### src/hw/rtl/ses_pkg.sv
// Shared constants, codes and word types of the sorted set engine.
package ses_pkg;

  localparam int CAPACITY = 64;
  localparam int IDX_W    = $clog2(CAPACITY);
  localparam int CNT_W    = $clog2(CAPACITY + 1);
  localparam int COUNT_W  = 7;
  localparam int DATA_W   = 32;

  localparam logic [CNT_W-1:0] CAP_CNT = CNT_W'(CAPACITY);

  localparam logic [2:0] OP_ADD    = 3'd0;
  localparam logic [2:0] OP_REMOVE = 3'd1;
  localparam logic [2:0] OP_MEMBER = 3'd2;
  localparam logic [2:0] OP_MIN    = 3'd3;
  localparam logic [2:0] OP_MAX    = 3'd4;
  localparam logic [2:0] OP_XMIN   = 3'd5;
  localparam logic [2:0] OP_XMAX   = 3'd6;
  localparam logic [2:0] OP_CLEAR  = 3'd7;

  localparam logic [1:0] ST_OK   = 2'd0;
  localparam logic [1:0] ST_FAIL = 2'd1;
  localparam logic [1:0] ST_FULL = 2'd2;

  typedef struct packed {
    logic [2:0]               func;
    logic signed [DATA_W-1:0] value;
  } in_word_t;

  typedef struct packed {
    logic [1:0]               status;
    logic signed [DATA_W-1:0] result_value;
    logic [COUNT_W-1:0]       count;
    logic                     is_empty;
  } out_word_t;

endpackage

### src/hw/rtl/ses_ram.sv
// Generic single-write, single-read RAM with registered read data.
module ses_ram #(
  parameter int WIDTH = 32,
  parameter int DEPTH = 64
) (
  input  logic                     clk,
  input  logic                     we,
  input  logic [$clog2(DEPTH)-1:0] waddr,
  input  logic [WIDTH-1:0]         wdata,
  input  logic                     re,
  input  logic [$clog2(DEPTH)-1:0] raddr,
  output logic [WIDTH-1:0]         rdata
);

  logic [WIDTH-1:0] mem [DEPTH];
  logic [WIDTH-1:0] rdata_r;

  always_ff @(posedge clk) begin
    if (we) begin
      mem[waddr] <= wdata;
    end
    if (re) begin
      rdata_r <= mem[raddr];
    end
  end

  assign rdata = rdata_r;

endmodule

### src/hw/rtl/sorted_set_engine_core.sv
// Sorted set engine: binary search and one-cell-per-cycle shift over a single RAM.
//
//   channel | ports                      | word
//   --------+----------------------------+-----------------------------
//   input   | in_valid, in_stall, in_data | func, value
//   output  | out_valid, out_stall, out_data | status, result_value, count, is_empty
//
// One request at a time.
// Member runs a binary search; each step waits for the registered read data of the store.
// Add and remove follow the search with a shift: one cell moves per cycle through
// the store's read and write ports.
// Min, max and extract_max read one cell, and extract_max drops the count; extract_min
// reads the first cell and then shifts the rest down; clear only resets the count.
// Reset empties the set at once; a waiting result does not block the next request.
module sorted_set_engine_core (
  input  logic               clk,
  input  logic               rst_n,
  input  logic               in_valid,
  output logic               in_stall,
  input  ses_pkg::in_word_t  in_data,
  output logic               out_valid,
  input  logic               out_stall,
  output ses_pkg::out_word_t out_data
);

  localparam logic [2:0] S_IDLE = 3'd0;
  localparam logic [2:0] S_SRCH = 3'd1;
  localparam logic [2:0] S_SCMP = 3'd2;
  localparam logic [2:0] S_SDEC = 3'd3;
  localparam logic [2:0] S_SHUP = 3'd4;
  localparam logic [2:0] S_SHDN = 3'd5;
  localparam logic [2:0] S_RDX  = 3'd6;
  localparam logic [2:0] S_DONE = 3'd7;

  logic [2:0]                        state_r, state_nxt;
  logic [ses_pkg::CNT_W-1:0]         count_r, count_nxt;
  logic [2:0]                        func_r, func_nxt;
  logic signed [ses_pkg::DATA_W-1:0] value_r, value_nxt;
  logic [ses_pkg::CNT_W-1:0]         lo_r, lo_nxt;
  logic [ses_pkg::CNT_W-1:0]         hi_r, hi_nxt;
  logic [ses_pkg::CNT_W-1:0]         mid_r, mid_nxt;
  logic                              found_r, found_nxt;
  logic [ses_pkg::CNT_W-1:0]         pos_r, pos_nxt;
  logic [ses_pkg::CNT_W-1:0]         ptr_r, ptr_nxt;
  logic                              pend_r, pend_nxt;
  logic [ses_pkg::CNT_W-1:0]         waddr_r, waddr_nxt;
  logic [1:0]                        status_r, status_nxt;
  logic signed [ses_pkg::DATA_W-1:0] rv_r, rv_nxt;
  logic                              out_valid_r, out_valid_nxt;
  ses_pkg::out_word_t                out_data_r, out_data_nxt;

  logic                              ram_we;
  logic [ses_pkg::IDX_W-1:0]         ram_waddr;
  logic [ses_pkg::DATA_W-1:0]        ram_wdata;
  logic                              ram_re;
  logic [ses_pkg::IDX_W-1:0]         ram_raddr;
  logic signed [ses_pkg::DATA_W-1:0] ram_rdata;

  logic [ses_pkg::CNT_W:0]           mid_sum;
  logic [ses_pkg::CNT_W-1:0]         cnt_m1;
  logic [ses_pkg::CNT_W-1:0]         cnt_p1;
  logic [ses_pkg::CNT_W-1:0]         ptr_m1;
  logic [ses_pkg::CNT_W-1:0]         ptr_p1;
  logic [ses_pkg::CNT_W-1:0]         mid_p1;
  logic [ses_pkg::CNT_W-1:0]         pos_p1;

  ses_ram #(
    .WIDTH(ses_pkg::DATA_W),
    .DEPTH(ses_pkg::CAPACITY)
  ) u_store (
    .clk  (clk),
    .we   (ram_we),
    .waddr(ram_waddr),
    .wdata(ram_wdata),
    .re   (ram_re),
    .raddr(ram_raddr),
    .rdata(ram_rdata)
  );

  assign mid_sum = {1'b0, lo_r} + {1'b0, hi_r};
  assign cnt_m1  = count_r - ses_pkg::CNT_W'(1);
  assign cnt_p1  = count_r + ses_pkg::CNT_W'(1);
  assign ptr_m1  = ptr_r - ses_pkg::CNT_W'(1);
  assign ptr_p1  = ptr_r + ses_pkg::CNT_W'(1);
  assign mid_p1  = mid_r + ses_pkg::CNT_W'(1);
  assign pos_p1  = pos_r + ses_pkg::CNT_W'(1);

  always_comb begin
    state_nxt     = state_r;
    count_nxt     = count_r;
    func_nxt      = func_r;
    value_nxt     = value_r;
    lo_nxt        = lo_r;
    hi_nxt        = hi_r;
    mid_nxt       = mid_r;
    found_nxt     = found_r;
    pos_nxt       = pos_r;
    ptr_nxt       = ptr_r;
    pend_nxt      = pend_r;
    waddr_nxt     = waddr_r;
    status_nxt    = status_r;
    rv_nxt        = rv_r;
    out_valid_nxt = out_valid_r & out_stall;
    out_data_nxt  = out_data_r;
    ram_we        = 1'b0;
    ram_waddr     = '0;
    ram_wdata     = ram_rdata;
    ram_re        = 1'b0;
    ram_raddr     = '0;

    case (state_r)
      S_IDLE: begin
        if (in_valid) begin
          func_nxt   = in_data.func;
          value_nxt  = in_data.value;
          status_nxt = ses_pkg::ST_OK;
          rv_nxt     = '0;
          lo_nxt     = '0;
          hi_nxt     = count_r;
          found_nxt  = 1'b0;
          if (in_data.func inside {ses_pkg::OP_ADD, ses_pkg::OP_REMOVE,
                                   ses_pkg::OP_MEMBER}) begin
            state_nxt = S_SRCH;
          end else if (in_data.func == ses_pkg::OP_CLEAR) begin
            count_nxt = '0;
            state_nxt = S_DONE;
          end else if (count_r == '0) begin
            status_nxt = ses_pkg::ST_FAIL;
            state_nxt  = S_DONE;
          end else begin
            ram_re = 1'b1;
            if (in_data.func inside {ses_pkg::OP_MAX, ses_pkg::OP_XMAX}) begin
              ram_raddr = cnt_m1[ses_pkg::IDX_W-1:0];
            end
            state_nxt = S_RDX;
          end
        end
      end
      S_SRCH: begin
        if (lo_r < hi_r) begin
          mid_nxt   = mid_sum[ses_pkg::CNT_W:1];
          ram_re    = 1'b1;
          ram_raddr = mid_nxt[ses_pkg::IDX_W-1:0];
          state_nxt = S_SCMP;
        end else begin
          pos_nxt   = lo_r;
          state_nxt = S_SDEC;
        end
      end
      S_SCMP: begin
        if (ram_rdata == value_r) begin
          found_nxt = 1'b1;
          pos_nxt   = mid_r;
          state_nxt = S_SDEC;
        end else begin
          if (ram_rdata < value_r) begin
            lo_nxt = mid_p1;
          end else begin
            hi_nxt = mid_r;
          end
          state_nxt = S_SRCH;
        end
      end
      S_SDEC: begin
        pend_nxt  = 1'b0;
        state_nxt = S_DONE;
        case (func_r)
          ses_pkg::OP_ADD: begin
            if (found_r) begin
              status_nxt = ses_pkg::ST_FAIL;
            end else if (count_r == ses_pkg::CAP_CNT) begin
              status_nxt = ses_pkg::ST_FULL;
            end else begin
              ptr_nxt   = count_r;
              state_nxt = S_SHUP;
            end
          end
          ses_pkg::OP_REMOVE: begin
            if (found_r) begin
              ptr_nxt   = pos_p1;
              state_nxt = S_SHDN;
            end else begin
              status_nxt = ses_pkg::ST_FAIL;
            end
          end
          default: begin
            if (!found_r) begin
              status_nxt = ses_pkg::ST_FAIL;
            end
          end
        endcase
      end
      S_SHUP: begin
        if (pend_r) begin
          ram_we    = 1'b1;
          ram_waddr = waddr_r[ses_pkg::IDX_W-1:0];
        end
        if (ptr_r > pos_r) begin
          ram_re    = 1'b1;
          ram_raddr = ptr_m1[ses_pkg::IDX_W-1:0];
          waddr_nxt = ptr_r;
          ptr_nxt   = ptr_m1;
          pend_nxt  = 1'b1;
        end else begin
          pend_nxt = 1'b0;
          if (!pend_r) begin
            ram_we    = 1'b1;
            ram_waddr = pos_r[ses_pkg::IDX_W-1:0];
            ram_wdata = value_r;
            count_nxt = cnt_p1;
            state_nxt = S_DONE;
          end
        end
      end
      S_SHDN: begin
        if (pend_r) begin
          ram_we    = 1'b1;
          ram_waddr = waddr_r[ses_pkg::IDX_W-1:0];
        end
        if (ptr_r < count_r) begin
          ram_re    = 1'b1;
          ram_raddr = ptr_r[ses_pkg::IDX_W-1:0];
          waddr_nxt = ptr_m1;
          ptr_nxt   = ptr_p1;
          pend_nxt  = 1'b1;
        end else begin
          pend_nxt = 1'b0;
          if (!pend_r) begin
            count_nxt = cnt_m1;
            state_nxt = S_DONE;
          end
        end
      end
      S_RDX: begin
        rv_nxt    = ram_rdata;
        pend_nxt  = 1'b0;
        state_nxt = S_DONE;
        if (func_r == ses_pkg::OP_XMIN) begin
          ptr_nxt   = ses_pkg::CNT_W'(1);
          state_nxt = S_SHDN;
        end else if (func_r == ses_pkg::OP_XMAX) begin
          count_nxt = cnt_m1;
        end
      end
      S_DONE: begin
        if (!out_valid_r || !out_stall) begin
          out_valid_nxt             = 1'b1;
          out_data_nxt.status       = status_r;
          out_data_nxt.result_value = rv_r;
          out_data_nxt.count        = ses_pkg::COUNT_W'(count_r);
          out_data_nxt.is_empty     = (count_r == '0);
          state_nxt                 = S_IDLE;
        end
      end
      default: begin
        state_nxt = S_IDLE;
      end
    endcase
  end

  always_ff @(posedge clk) begin
    if (!rst_n) begin
      state_r     <= S_IDLE;
      count_r     <= '0;
      pend_r      <= 1'b0;
      out_valid_r <= 1'b0;
    end else begin
      state_r     <= state_nxt;
      count_r     <= count_nxt;
      pend_r      <= pend_nxt;
      out_valid_r <= out_valid_nxt;
    end
  end

  always_ff @(posedge clk) begin
    func_r     <= func_nxt;
    value_r    <= value_nxt;
    lo_r       <= lo_nxt;
    hi_r       <= hi_nxt;
    mid_r      <= mid_nxt;
    found_r    <= found_nxt;
    pos_r      <= pos_nxt;
    ptr_r      <= ptr_nxt;
    waddr_r    <= waddr_nxt;
    status_r   <= status_nxt;
    rv_r       <= rv_nxt;
    out_data_r <= out_data_nxt;
  end

  assign in_stall  = (state_r != S_IDLE);
  assign out_valid = out_valid_r;
  assign out_data  = out_data_r;

`ifndef SYNTHESIS
  a_count_bound: assert property (@(posedge clk) disable iff (!rst_n)
    count_r <= ses_pkg::CAP_CNT)
    else $error("element count above capacity");

  a_write_in_shift: assert property (@(posedge clk) disable iff (!rst_n)
    ram_we |-> (state_r == S_SHUP || state_r == S_SHDN))
    else $error("store written outside a shift");

  a_busy_after_accept: assert property (@(posedge clk) disable iff (!rst_n)
    (in_valid && !in_stall) |=> (state_r != S_IDLE))
    else $error("engine idle right after taking a word");

  a_result_from_done: assert property (@(posedge clk) disable iff (!rst_n)
    $rose(out_valid_r) |-> $past(state_r == S_DONE))
    else $error("result word raised outside completion");

  a_insert_room: assert property (@(posedge clk) disable iff (!rst_n)
    (state_r == S_SHUP) |-> (count_r < ses_pkg::CAP_CNT))
    else $error("insert shift into a full store");
`endif

endmodule

### config.mk
export PLATFORM = sky130hd
export DESIGN_NAME = sorted_set_engine_core
export DESIGN_NICKNAME = d
export VERILOG_FILES = /design/src/hw/rtl/ses_pkg.sv /design/src/hw/rtl/ses_ram.sv /design/src/hw/rtl/sorted_set_engine_core.sv
export SDC_FILE = /design/constraint.sdc
export NUM_CORES = 2
export LEC_CHECK = 0
export BUFFER_PORTS_ARGS = -buffer_cell sky130_fd_sc_hd__buf_2
export CORE_MARGIN = 8
export CORE_UTILIZATION = 41
export CTS_BUF_LIST = sky130_fd_sc_hd__clkbuf_4
export DETAILED_ROUTE_END_ITERATION = 7
export PLACE_DENSITY = 0.57
export SYNTH_ARGS = -nofsm -noshare
export SYNTH_HDL_FRONTEND = slang
export SYNTH_HIERARCHICAL = 1
export SYNTH_SLANG_ARGS = --single-unit
### constraint.sdc
create_clock -name clk -period 5.8 [get_ports clk]
set_input_delay 1.16 -clock clk [delete_from_list [all_inputs] [get_ports clk]]
set_output_delay 1.16 -clock clk [all_outputs]
set_load 0.05 [all_outputs]
### After elaboration in Yosys (flattened, before gate mapping)

Memory sizes are Yosys's and may differ from the RTL's. A register that Yosys moved wholly into a read port is not among the register bits.
Cells that the tools add are included.

| word-level totals | value |
|---|---|
| bits in registers | 165 |
| memory bits (writable) | 2,048 |
| input port bits | 39 |
| output and inout bits | 44 |
| logic and storage cells | 200 |
| memories | 1 |

Memories:

| memory | depth | width | read ports | clocked after memory_dff | write ports | RTL line | RTL |
|---|---|---|---|---|---|---|---|
| u_store.mem | 64 | 32 | 1 | 1 | 1 | ses_ram.sv:15 | `logic [WIDTH-1:0] mem [DEPTH];` |

| operators by class | value |
|---|---|
| add/subtract/negate cells | 7 |
| order comparisons | 4 |
| equal/unequal tests | 41 |
| muxes and demuxes | 95 |
| bitwise logic cells | 1 |
| reduce and logical (&&, ||, !) cells | 32 |

Operator list:

| kind | number |
|---|---|
| 2-to-1 mux 7 bit | 23 |
| 2-to-1 mux 32 bit | 4 |
| 2-to-1 mux 6 bit | 13 |
| case mux 32 bit (2 select lines) | 1 |
| case mux 7 bit (2 select lines) | 4 |
| case mux 7 bit (4 select lines) | 2 |
| inequality test 2 bit (second input constant) | 18 |
| equality test 32 bit | 1 |
| < comparator 32 bit | 1 |
| adder 7 x 1 -> 7 bit (second input constant) | 4 |
| equality test 3 bit (second input constant) | 9 |
| case mux 3 bit (8 select lines) | 1 |
| case mux 6 bit (2 select lines) | 2 |
| case mux 6 bit (4 select lines) | 1 |
| 2-to-1 mux 1 bit | 22 |
| 2-to-1 mux 2 bit | 10 |
| 2-to-1 mux 3 bit | 6 |
| AND reduction 4 bit | 4 |
| inequality test 3 bit (second input constant) | 5 |
| < comparator 7 bit | 2 |
| subtractor 7 x 1 -> 7 bit (second input constant) | 2 |
| nonzero test 2 bit | 6 |
| AND reduction 10 bit | 1 |
| equality test 3 x 1 -> 1 bit (second input constant) | 3 |
| 20 further kinds | 35 |

### Longest topological paths before layout

| depth | value |
|---|---|
| word-level depth | 8 |
| gate-level depth with buffers | 20 |
| mapped depth without buffers | 13 |

### Cells and area by module

Netlist, hierarchy kept.

Modules (own cells, without submodules):

| module | instances | cells an instance | area each (sq um) |
|---|---|---|---|
| ses_ram | 1 | 3,511 | 79,359.9 |
| sorted_set_engine_core | 1 | 808 | 9,142.5 |

### Least setup slack after synthesis

Ideal clock, no wire load.

| path | value |
|---|---|
| path kind | register to register |
| start point | reg ptr_r[4] (netlist bit) |
| end point | mem u_store.mem[28][0] (enable) |
| setup time | 0.421 ns |
| arrival time | 4.540 ns |
| setup slack | 0.839 ns |
| cell stages (with the launch flop) | 15 |
| buffers on the path | 4 |
| clock period less this slack | 4.961 ns |
| path through | edfxtp_1 > ha_1 > a21oi_1 > nor2_1 > a211oi_2 > a21o_1 > nor3b_2 > buf_4 > buf_6 > a22o_1 > clkbuf_1 > or3b_2 > or2_2 > clkbuf_1 > nor2_1 |

| on the way | value |
|---|---|
| elaborated cells between the ends (all ways) | 7 |
| classes of those cells | order compare: 1; mux: 6 |

RTL lines:

| element | RTL line | RTL |
|---|---|---|
| start, declared | sorted_set_engine_core.sv:44 | `logic [ses_pkg::CNT_W-1:0] ptr_r, ptr_nxt;` |
| start signal, assigned | sorted_set_engine_core.sv:283 | `ptr_r <= ptr_nxt;` |
| > comparator 7 bit | sorted_set_engine_core.sv:198 | `if (ptr_r > pos_r) begin` |
| 2-to-1 mux 6 bit | sorted_set_engine_core.sv:198 |  |
| case mux 6 bit (2 select lines) | sorted_set_engine_core.sv:111 | `case (state_r)` |
| via ram_waddr (one bit) | sorted_set_engine_core.sv:53 | `logic [ses_pkg::IDX_W-1:0] ram_waddr;` |
| end, declared | ses_ram.sv:15 |  |

The timed path passes the listed nets, and every way through them passes these cells.

### Final worst setup path

| path | value |
|---|---|
| start point | reg count_r[4] (netlist bit) |
| end point | reg u_store.rdata_r[26] (netlist: u_store/rdata[26]) (read register of u_store.mem), data pin |

| on the way | value |
|---|---|
| elaborated cells between the ends (all ways) | 16 |
| classes of those cells | add/sub: 1; order compare: 1; mux: 13; reduce/logical: 1 |

RTL lines:

| element | RTL line | RTL |
|---|---|---|
| start, declared | sorted_set_engine_core.sv:36 | `logic [ses_pkg::CNT_W-1:0] count_r, count_nxt;` |
| start signal, assigned | sorted_set_engine_core.sv:269 | `count_r <= count_nxt;` |
| zero test 7 bit | sorted_set_engine_core.sv:127 | `end else if (count_r == '0) begin` |
| 2-to-1 mux 6 bit | sorted_set_engine_core.sv:127 |  |
| 2-to-1 mux 6 bit | sorted_set_engine_core.sv:124 | `end else if (in_data.func == ses_pkg::OP_CLEAR) begin` |
| 2-to-1 mux 6 bit | sorted_set_engine_core.sv:121 | `if (in_data.func inside {ses_pkg::OP_ADD, ses_pkg::OP_REMOVE,` |
| 2-to-1 mux 6 bit | sorted_set_engine_core.sv:113 | `if (in_valid) begin` |
| case mux 6 bit (4 select lines) (*) | sorted_set_engine_core.sv:111 |  |
| via ram_raddr (one bit) | sorted_set_engine_core.sv:56 | `logic [ses_pkg::IDX_W-1:0] ram_raddr;` |
| end, declared | ses_ram.sv:16 | `logic [WIDTH-1:0] rdata_r;` |

The timed path passes the listed nets; every way through them passes the cells marked *.
A chain may end at the register's enable or synchronous reset.

==> results.toml <==
[cells_and_area]
fill_cells = 17929
final_core_util_pct = 47.5
final_nets = 5189
final_common_cell = "edfxtp_1"
most-common-layout-cells = "edfxtp_1 (2,233), clkbuf_4 (858), mux4_2 (446), buf_4 (227), mux2i_1 (191)"
multi_input_comb_area_mm2 = 0.0201
finalInstanceArea_mm2 = 0.102
final-seq-area_mm2 = 0.0673
syn2layout_area_growth_pct = 15.3
final_cells = 8310
drive_above_1_share_pct = 33.9

[synthesis]
synth-edff-count = 2233
synthCells = 4319
syn_area_mm2 = 0.0885
ys_top_cells_by_area = "edfxtp_1 (76%), mux4_2 (11%), mux2i_1 (2.2%)"
yosysWarnings = 6
synth.distinct_cells = 90
synth_fp_nets = 4424
yosys.area.top_type_share_pct = 75.8
avgSynthCellArea_um2 = 20.5
synth_ff_type = "edfxtp_1"
async_flop_share_pct = 0
ys_seq_area_share_pct = 76.0
synth_seq_cells = 2245
yosys.area.top_type = "edfxtp_1"

[die]
die_w_um = 481
row_count = 170
die_area_mm2 = 0.231
initial_utilization_pct = 41.2
core_mm2 = 0.215
fp.dieH_um = 481
ios = 83

[setup_path]
r2r_slack_ns = 0.11
critPathArrivalTime_ns = 6.74
crit_fanout = 28
endpoint = "u_store/rdata[26]"
crit_type = "register to register"
reg2reg_to = "u_store/rdata[26]"
cp.required_ns = 6.85
critPathLaunch = "count_r[4]"
cp-start-kind = "register"
cp-end-kind = "register"
reg2reg_depth = 17
r2r-start = "count_r[4]"

[run_status]
status = "finished clean"

[place]
gp_congestion = 0.848
post-dp-hpwl_mm = 149
placed_area_mm2 = 0.0946
dpl.cell_count = 7288
port-buffer-count = 82

[detailed_routing]
wirelength_mm = 253
drtPass1Iterations = 8
num_vias = 48207
drc = 0
wl_per_cell_um = 30.5
drt_iter0_markers = 5740
via_per_inst = 5.80
ant_nets = 0

[cts]
cts_num_sinks = 2245
htreeDepth = 6
cts_max_path_buffers = 4
cts_tree = "built"
cts.root.buffer_cell = "clkbuf_4"
clk_pin_slew_ns = 0.06
numCtsBuffers = 596
insertion_delay_ns = 1.39

[timing]
timing.clock.skew_ns = 0.110
hold_violations = 0
max-slew-margin-rel_pct = 15.2
timing.final.crit_share_pct = 98.1
finalSetupViolations = 0
fin_crit_ns = 5.69
whs_ns = 0.195
fmax_ghz = 0.176
rsz0062_at_grt = "no"
slew_viol_final = 0
worst_pin_slew_ns = 1.27

[hold_path]
worst_hold_path_type = "input port to register"

[global_route]
antenna_found_initial = 17
grt_pass1_wl_mm = 357
grt_max_degree = 65
first_global_vias = 48599
grt-ovfl-total = 0
track_usage_pct = 21.6

[flow_run]
cap_violations = 0
[area by class of cell]
type	count	area share [%]
clock buffers	858	6.31
diodes	10	0.0245
multi-input cells	1758	19.7
clock inverters	118	0.612
flip-flops and latches	2245	65.9
well taps	2838	3.48
repair buffers	408	3.67
inverters	75	0.276
[registers in the layout, indices dropped and copies added (netlist names)]
register,flops
u_store/mem,2048
out_data,42
rv_r,32
u_store/rdata,32
value_r,32
count_r,7
hi_r,7
lo_r,7
mid_r,7
pos_r,7
ptr_r,7
waddr_r,6
func_r,3
state_r,3
status_r,2
found_r,1
out_valid,1
pend_r,1
[through the flow]
| stage | TNS, ns | setup slack, ns |
|---|---|---|
| floorplan | 0 | 0.839 |
| detailed placement | -0.124 | -0.124 |
| global route | 0 | 0.0359 |
| CTS | 0 | 0.0214 |
| global placement | -0.824 | -0.608 |
| finish | 0 | 0.112 |
[synthesized netlist by cell type, drive strengths merged (4+ instances only)]
cell type,n
edfxtp,2233
mux4,446
mux2i,191
buf,144
nor2,135
a22oi,130
nand2,99
clkbuf,97
inv,72
a21oi,70
nand3,67
ha,65
o21ai,65
and3,45
o22ai,45
mux2,32
a31oi,29
a211oi,26
nor3,25
a22o,21
nor2b,19
o211ai,19
xnor2,19
o221ai,18
a311o,13
o22a,13
dfxtp,12
nand4,12
a211o,11
nand2b,10
or2,10
nor4,9
a21o,8
nand3b,8
xor2,8
a221oi,7
a311oi,7
or3,7
or3b,6
and2,5
and4,5
or4,4
[worst min-delay path by stage]
stage,from,end,slack (ns),cells past startpoint
6_report,out_stall,out_valid,0.20,3
5_1_grt,rst_n,count_r[4],0.1,2
4_1_cts,out_stall,out_valid,0.0003,3
3_5_place_dp,rv_r[9],out_data[17],0.40,0
3_3_place_gp,rv_r[9],out_data[17],0.41,0
2_1_floorplan,rv_r[2],out_data[10],0.40,0
[worst max-delay path, stage by stage, from the launching register on]
cell and delay, ns:
dfxtp_1 0.59, clkinv_1 0.37, ha_1 0.41, a41o_1 0.18, a21oi_1 0.12, o21ai_1 0.13, or2_0 0.45, o211a_1 0.27
o21ai_4 0.38, buf_12 0.30, nor2b_4 0.28, buf_12 0.27, buf_4 0.28, buf_4 0.20, a22oi_1 0.09, nand3_1 0.28
nand2_1 0.33, a21oi_1 0.42
[metal layers]
| metal | vias to the layer above | part of all wire (%) | global-route usage [%] |
|---|---|---|---|
| li1 | 19951 | - | - |
| met1 | 25577 | 42 | 30.8 |
| met2 | 2319 | 46 | 33.0 |
| met3 | 356 | 8.8 | 4.86 |
| met4 | 4 | 2.8 | 7.02 |
| met5 | - | 0.0091 | 0 |
[kinds of logic (layout without fill, tap and decap cells)]
logic type	count (synthesis)	count (layout)	synth area share, %
flops	2245	2245	76.0
mux	669	669	13.9
compound gates	522	522	4.18
simple gates	474	474	2.67
buf+inv	316	1459	1.98
fa+ha+maj	66	66	0.942
xor+xnor	27	27	0.267
other cells	0	10	0
[repair_timing]
item,CTS,global route
hold endpoints to repair,35,0
resized for setup,0,2
hold buffers,35,0
endpoints found under the setup margin,1,2
gates cloned,0,0
setup buffers,1,0
Power is left out: the tool's default activity adds up to more than one toggle a clock period on the data nets, which glitch-free logic cannot reach.
